[src/rtl/lsht_pkg.sv]
// Shared types and constants for the thick line segment hit test.
// Holds coordinate widths, payload structs, register indexes and region codes.
// Depends on nothing; every other file in rtl/ uses it by scoped names.
`default_nettype none

package lsht_pkg;

  // Coordinate and width formats (signed Q12.4, unsigned Q8.4)
  localparam int COORD_WIDTH = 16;
  localparam int LW_WIDTH    = 12;

  // Derived datapath widths
  localparam int DIFF_WIDTH    = COORD_WIDTH + 1;
  localparam int PROD_WIDTH    = 2 * DIFF_WIDTH;
  localparam int SUM_WIDTH     = PROD_WIDTH + 1;
  localparam int SQ_WIDTH      = 2 * COORD_WIDTH + 2;
  localparam int HALF_WIDTH    = SQ_WIDTH / 2;
  localparam int W2_WIDTH      = 2 * LW_WIDTH;
  localparam int CMP_WIDTH     = 2 * SQ_WIDTH + W2_WIDTH;
  localparam int RECT_WIDTH    = COORD_WIDTH + LW_WIDTH + 2;
  localparam int CFG_IDX_WIDTH = 3;
  localparam int REGION_WIDTH  = 3;

  // Configuration register indexes
  localparam logic [CFG_IDX_WIDTH-1:0] CFG_START_X    = 3'd0;
  localparam logic [CFG_IDX_WIDTH-1:0] CFG_START_Y    = 3'd1;
  localparam logic [CFG_IDX_WIDTH-1:0] CFG_END_X      = 3'd2;
  localparam logic [CFG_IDX_WIDTH-1:0] CFG_END_Y      = 3'd3;
  localparam logic [CFG_IDX_WIDTH-1:0] CFG_LINE_WIDTH = 3'd4;

  // Reset value of the line width (5.0 px)
  localparam logic [LW_WIDTH-1:0] LINE_WIDTH_RST = 12'd80;

  // Region codes reported with each result
  localparam logic [REGION_WIDTH-1:0] REGION_HORZ     = 3'd0;
  localparam logic [REGION_WIDTH-1:0] REGION_VERT     = 3'd1;
  localparam logic [REGION_WIDTH-1:0] REGION_START    = 3'd2;
  localparam logic [REGION_WIDTH-1:0] REGION_END      = 3'd3;
  localparam logic [REGION_WIDTH-1:0] REGION_INTERIOR = 3'd4;

  // Segment shape chosen from the endpoints
  typedef enum logic [1:0] {
    MODE_HORZ,
    MODE_VERT,
    MODE_DIST
  } mode_t;

  typedef struct packed {
    logic signed [COORD_WIDTH-1:0] point_x;
    logic signed [COORD_WIDTH-1:0] point_y;
  } in_t;

  typedef struct packed {
    logic                    hit;
    logic [REGION_WIDTH-1:0] region;
  } out_t;

  typedef struct packed {
    logic signed [COORD_WIDTH-1:0] start_x;
    logic signed [COORD_WIDTH-1:0] start_y;
    logic signed [COORD_WIDTH-1:0] end_x;
    logic signed [COORD_WIDTH-1:0] end_y;
    logic [LW_WIDTH-1:0]           line_width;
  } cfg_t;

  // Control that travels alongside the datapath between stage modules
  typedef struct packed {
    logic  valid;
    mode_t mode;
    logic  rect_hit;
  } ctl_t;

endpackage

`default_nettype wire

[src/rtl/lsht_decide.sv]
// Last four pipeline stages: region choice, squaring of the cross product in
// split halves, recombination and the final compare into the output register.
// Depends on lsht_pkg.
`default_nettype none

module lsht_decide (
  input  wire logic                                  clk,
  input  wire logic                                  rst_n,
  input  wire lsht_pkg::ctl_t                        ctl_i,
  input  wire logic signed [lsht_pkg::SUM_WIDTH-1:0] dot,
  input  wire logic signed [lsht_pkg::SUM_WIDTH-1:0] cp,
  input  wire logic [lsht_pkg::SQ_WIDTH-1:0]         near_sq,
  input  wire logic [lsht_pkg::SQ_WIDTH-1:0]         far_sq,
  input  wire logic [lsht_pkg::SQ_WIDTH-1:0]         d2,
  input  wire logic [lsht_pkg::LW_WIDTH-1:0]         line_width,
  output logic                                       out_valid,
  output lsht_pkg::out_t                             out_data
);

  localparam int SW  = lsht_pkg::SUM_WIDTH;
  localparam int QW  = lsht_pkg::SQ_WIDTH;
  localparam int HW  = lsht_pkg::HALF_WIDTH;
  localparam int W2W = lsht_pkg::W2_WIDTH;
  localparam int MW  = lsht_pkg::CMP_WIDTH;
  localparam int RGW = lsht_pkg::REGION_WIDTH;

  // Region stage
  logic [RGW-1:0]       region_nxt;
  logic signed [SW-1:0] cp_abs;
  logic                 d_valid_r;
  logic                 d_rect_r;
  logic [RGW-1:0]       d_region_r;
  logic [QW-1:0]        d_mag_r, d_pt_r, d_d2_r;
  logic [W2W-1:0]       d_w2_r;

  // Partial product stage
  logic                 e_valid_r;
  logic                 e_pre_r;
  logic [RGW-1:0]       e_region_r;
  logic [2*HW-1:0]      e_hh_r, e_hl_r, e_ll_r;
  logic [W2W+HW-1:0]    e_wdh_r, e_wdl_r;
  logic                 pre_nxt;

  // Recombine stage
  logic                 f_valid_r;
  logic                 f_pre_r;
  logic [RGW-1:0]       f_region_r;
  logic [MW-1:0]        f_cp2_r, f_wd2_r;

  // Output stage
  logic                 inner_hit;
  logic                 out_valid_r;
  lsht_pkg::out_t       out_r;

  // Choose the region from the shape and where the point projects
  always_comb begin
    unique case (ctl_i.mode)
      lsht_pkg::MODE_HORZ: region_nxt = lsht_pkg::REGION_HORZ;
      lsht_pkg::MODE_VERT: region_nxt = lsht_pkg::REGION_VERT;
      lsht_pkg::MODE_DIST: begin
        priority if (dot[SW-1] || (dot == '0)) begin
          region_nxt = lsht_pkg::REGION_START;
        end else if (dot >= $signed({1'b0, d2})) begin
          region_nxt = lsht_pkg::REGION_END;
        end else begin
          region_nxt = lsht_pkg::REGION_INTERIOR;
        end
      end
      default: region_nxt = lsht_pkg::REGION_HORZ;
    endcase
  end

  assign cp_abs = cp[SW-1] ? -cp : cp;

  // Decide the endpoint and rectangle cases from the region stage
  always_comb begin
    if (d_region_r == lsht_pkg::REGION_HORZ || d_region_r == lsht_pkg::REGION_VERT) begin
      pre_nxt = d_rect_r;
    end else begin
      pre_nxt = ({d_pt_r, 2'b00} <= (QW + 2)'(d_w2_r));
    end
  end

  // Compare four times the squared cross product with w^2 * d2
  assign inner_hit = ((f_cp2_r << 2) <= f_wd2_r);

  // Advance all valid bits
  always_ff @(posedge clk) begin
    if (!rst_n) begin
      d_valid_r   <= 1'b0;
      e_valid_r   <= 1'b0;
      f_valid_r   <= 1'b0;
      out_valid_r <= 1'b0;
    end else begin
      d_valid_r   <= ctl_i.valid;
      e_valid_r   <= d_valid_r;
      f_valid_r   <= e_valid_r;
      out_valid_r <= f_valid_r;
    end
  end

  // Move the payload down the four stages
  always_ff @(posedge clk) begin
    d_rect_r   <= ctl_i.rect_hit;
    d_region_r <= region_nxt;
    d_mag_r    <= cp_abs[QW-1:0];
    d_pt_r     <= (region_nxt == lsht_pkg::REGION_START) ? near_sq : far_sq;
    d_d2_r     <= d2;
    d_w2_r     <= line_width * line_width;

    e_pre_r    <= pre_nxt;
    e_region_r <= d_region_r;
    e_hh_r     <= d_mag_r[QW-1:HW] * d_mag_r[QW-1:HW];
    e_hl_r     <= d_mag_r[QW-1:HW] * d_mag_r[HW-1:0];
    e_ll_r     <= d_mag_r[HW-1:0] * d_mag_r[HW-1:0];
    e_wdh_r    <= d_w2_r * d_d2_r[QW-1:HW];
    e_wdl_r    <= d_w2_r * d_d2_r[HW-1:0];

    f_pre_r    <= e_pre_r;
    f_region_r <= e_region_r;
    f_cp2_r    <= (MW'(e_hh_r) << (2 * HW)) + (MW'(e_hl_r) << (HW + 1)) + MW'(e_ll_r);
    f_wd2_r    <= (MW'(e_wdh_r) << HW) + MW'(e_wdl_r);

    out_r.region <= f_region_r;
    out_r.hit    <= (f_region_r == lsht_pkg::REGION_INTERIOR) ? inner_hit : f_pre_r;
  end

  assign out_valid = out_valid_r;
  assign out_data  = out_r;

endmodule

`default_nettype wire

[config.mk]
export PLATFORM = sky130hd
export DESIGN_NAME = lsht_decide
export DESIGN_NICKNAME = d
export VERILOG_FILES = /design/src/rtl/lsht_pkg.sv /design/src/rtl/lsht_decide.sv
export SDC_FILE = /design/constraint.sdc
export NUM_CORES = 2
export LEC_CHECK = 0
export ABC_AREA = 1
export ABC_CLOCK_PERIOD_IN_PS = 9600
export BUFFER_PORTS_ARGS = -buffer_cell sky130_fd_sc_hd__buf_2
export CAP_MARGIN = 15
export CORE_ASPECT_RATIO = 0.8
export CORE_MARGIN = 4
export CORE_UTILIZATION = 45
export DETAILED_ROUTE_END_ITERATION = 8
export MAX_ROUTING_LAYER = met4
export PLACE_DENSITY_LB_ADDON = 0.12
export SETUP_SLACK_MARGIN = 0.4
export SLEW_MARGIN = 25
export SYNTH_ARGS = -nofsm -noshare
export SYNTH_HDL_FRONTEND = slang
export SYNTH_SLANG_ARGS = --single-unit
[constraint.sdc]
create_clock -name clk -period 9.6 [get_ports clk]
set_clock_uncertainty 0.2 [all_clocks]
set_input_delay 0.96 -clock clk [delete_from_list [all_inputs] [get_ports clk]]
set_output_delay 0.96 -clock clk [all_outputs]
set_load 0.01 [all_outputs]
==> flow_summary.ini <==
[run_status]
outcome = complete, no violations

[floorplanning]
die_h_um = 377
die_width_um = 469
rows = 135
initial_core_util_pct = 45.2
io_pins = 195
design.core.area_um2 = 169000
die_area_um2 = 177000

[placed_design]
port_buffers = 194
placed_area_um2 = 79600
place_congestion = 0.975
hpwl_um = 173000

[cts]
insertion_delay_ns = 0.70
cts-resized-gates = 0
hold_buffers = 0
h-tree-depth = 2
post_cts_buffers = 0
cts-root-buf = clkbuf_16
clock_sinks = 454
cts_tree = built
numCtsBuffers = 57
clock_path_buffers = 3
path_clk_slew_ns = 0.07

[global_routing]
antenna_found_initial = 9
track_usage_pct = 25.7
grt_pass1_vias = 62700
grt_overflow = 0
grt_pass1_wl_um = 348000
grt_max_degree = 37

[detailed_routing]
vias_per_cell = 4.96
first_iter_violations = 4037
drcViolationCount = 0
drt-pass1-iter-count = 5
wl_um = 214000
wl_per_cell_um = 17.8
routed-via-count = 59800
drtAntennaViolNets = 0

[timing]
period_minus_slack_ns = 7.30
fmax_ghz = 0.137
relSlewSlack_pct = 31.7
hold_viol_final = 0
setup_viol = 0
maxSlewViolCount = 0
worst_slew_pin_slew_ns = 1.02
period_share_pct = 76.0
rsz0062_at_grt = false
finalSetupTns_ns = 0

[layout]
seqCellArea_um2 = 9110
layout_commonest_cell = inv_1
final_cell_mix = inv_1, nand2_1, fa_1, ha_1, dfxtp_1
syn_to_final_growth_pct = 6.85
design_area_um2 = 81700
nNetsFinal = 12000
multi_input_area_um2 = 55400
fillers = 16900
drive_gt1_share_pct = 5.14

[synth]
syn_area_um2 = 76500
yosysWarnings = 0
syn_inst = 9742
synth_cell_type_count = 62
synthArstFlopShare_pct = 0
syn_area_per_cell_um2 = 7.85
synth-seq-cells = 454
yosysSeqAreaShare_pct = 11.9
synth_edf_count = 0
synth_ff_type = dfxtp_1
synth_fp_nets = 12000

[setup_path]
worstSetupEndpointType = flip-flop
crit_arrival_ns = 7.60
startpoint_type = flip-flop
critPathRequiredTime_ns = 9.90
path_class = flip-flop to flip-flop
critPathMaxFanout = 31

[min_path]
hold_path_class = flip-flop to flip-flop

[job]
cap_violations = 0
## synthesized netlist by cell type, types with 34 or more instances
| cell type | instances | share of area (%) |
|---|---|---|
| nor2_1 | 391 | 1.9 |
| a31oi_1 | 48 | 0.39 |
| fa_1 | 1314 | 34 |
| nand3_1 | 198 | 1.3 |
| inv_1 | 2840 | 14 |
| o21ai_0 | 163 | 1.1 |
| ha_1 | 796 | 13 |
| xnor2_1 | 107 | 1.2 |
| nand2_1 | 2155 | 11 |
| xor2_1 | 193 | 2.2 |
| nor3_1 | 54 | 0.35 |
| nand4_1 | 45 | 0.37 |
| a21o_1 | 36 | 0.35 |
| nor4_1 | 34 | 0.28 |
| a21oi_1 | 314 | 2.1 |
| clkbuf_1 | 314 | 1.5 |
| dfxtp_1 | 454 | 12 |
## final timing paths
kind / start / endpoint / slack [ns] / cells after the start
max reg2reg: d_w2_r[7] / e_wdl_r[28] / 2.30 / 20
min: e_wdl_r[6] / f_wd2_r[6] / 0.12 / 0
max: d_w2_r[7] / e_wdl_r[28] / 2.30 / 20
min reg2reg: e_wdl_r[6] / f_wd2_r[6] / 0.12 / 0
## cell type report
| type | count | area share [%] |
|---|---|---|
| Clock buffer | 72 | 1.96 |
| Clock inverter | 34 | 0.665 |
| Multi-Input combinational cell | 6116 | 67.8 |
| Tap cell | 2260 | 3.46 |
| Inverter | 2845 | 13.1 |
| Antenna cell | 2 | 0.00612 |
| Sequential cell | 454 | 11.1 |
| Timing Repair Buffer | 273 | 1.93 |
## stage by stage
| stage | instances | hold WS (ns) | utilization, % | setup slack [ns] |
|---|---|---|---|---|
| finish | 12100 | 0.121 | 48.3 | 2.30 |
| global route | 12100 | 0.131 | 48.3 | 2.08 |
| global placement | 11900 | 0.111 | 47.0 | 2.50 |
| detailed placement | 11900 | 0.114 | 47.1 | 2.53 |
| floorplan | 9742 | 0.110 | - | 3.75 |
| CTS | 12100 | 0.115 | 48.3 | 2.50 |
## cells by family after synthesis
family / Yosys count / share of synthesized area [%]
buf+inv: 3172 / 15.7
simple gates: 2929 / 15.4
fa+ha+maj: 2110 / 47.4
compound gates: 777 / 6.17
flops: 454 / 11.9
xor+xnor: 300 / 3.44
## registers in the layout (all words and copies together) (netlist names), 3 cells and up
name	flops
d_d2_r	34
d_mag_r	34
d_pt_r	34
d_region_r	3
d_w2_r	23
e_hh_r	33
e_hl_r	34
e_ll_r	33
e_region_r	3
e_wdh_r	41
e_wdl_r	41
f_cp2_r	68
f_region_r	3
f_wd2_r	59
out_data	4
## worst max-delay path, stage by stage (launching register included)
cell and delay, ns:
dfxtp_1 0.58, buf_4 0.53, nand2_1 0.16, fa_1 0.60, fa_1 0.45, fa_1 0.55, inv_1 0.05, fa_1 0.49
fa_1 0.50, inv_1 0.05, fa_1 0.48, inv_1 0.06, ha_1 0.38, nand2_1 0.11, nor2_1 0.17, nand4_1 0.20
a21oi_1 0.23, nor2_1 0.17, o21ai_2 0.29, a21oi_1 0.15, xnor2_1 0.68
## routing by layer
| layer | GRT usage (%) | share of wire, % |
|---|---|---|
| met1 | 37.7 | 48 |
| met2 | 37.3 | 42 |
| met3 | 4.91 | 7.5 |
| met4 | 4.46 | 1.7 |
| met5 | - | 0 |
Power is not shown: default switching activity piles up to over one toggle a cycle in this logic, so the estimate is an artifact.
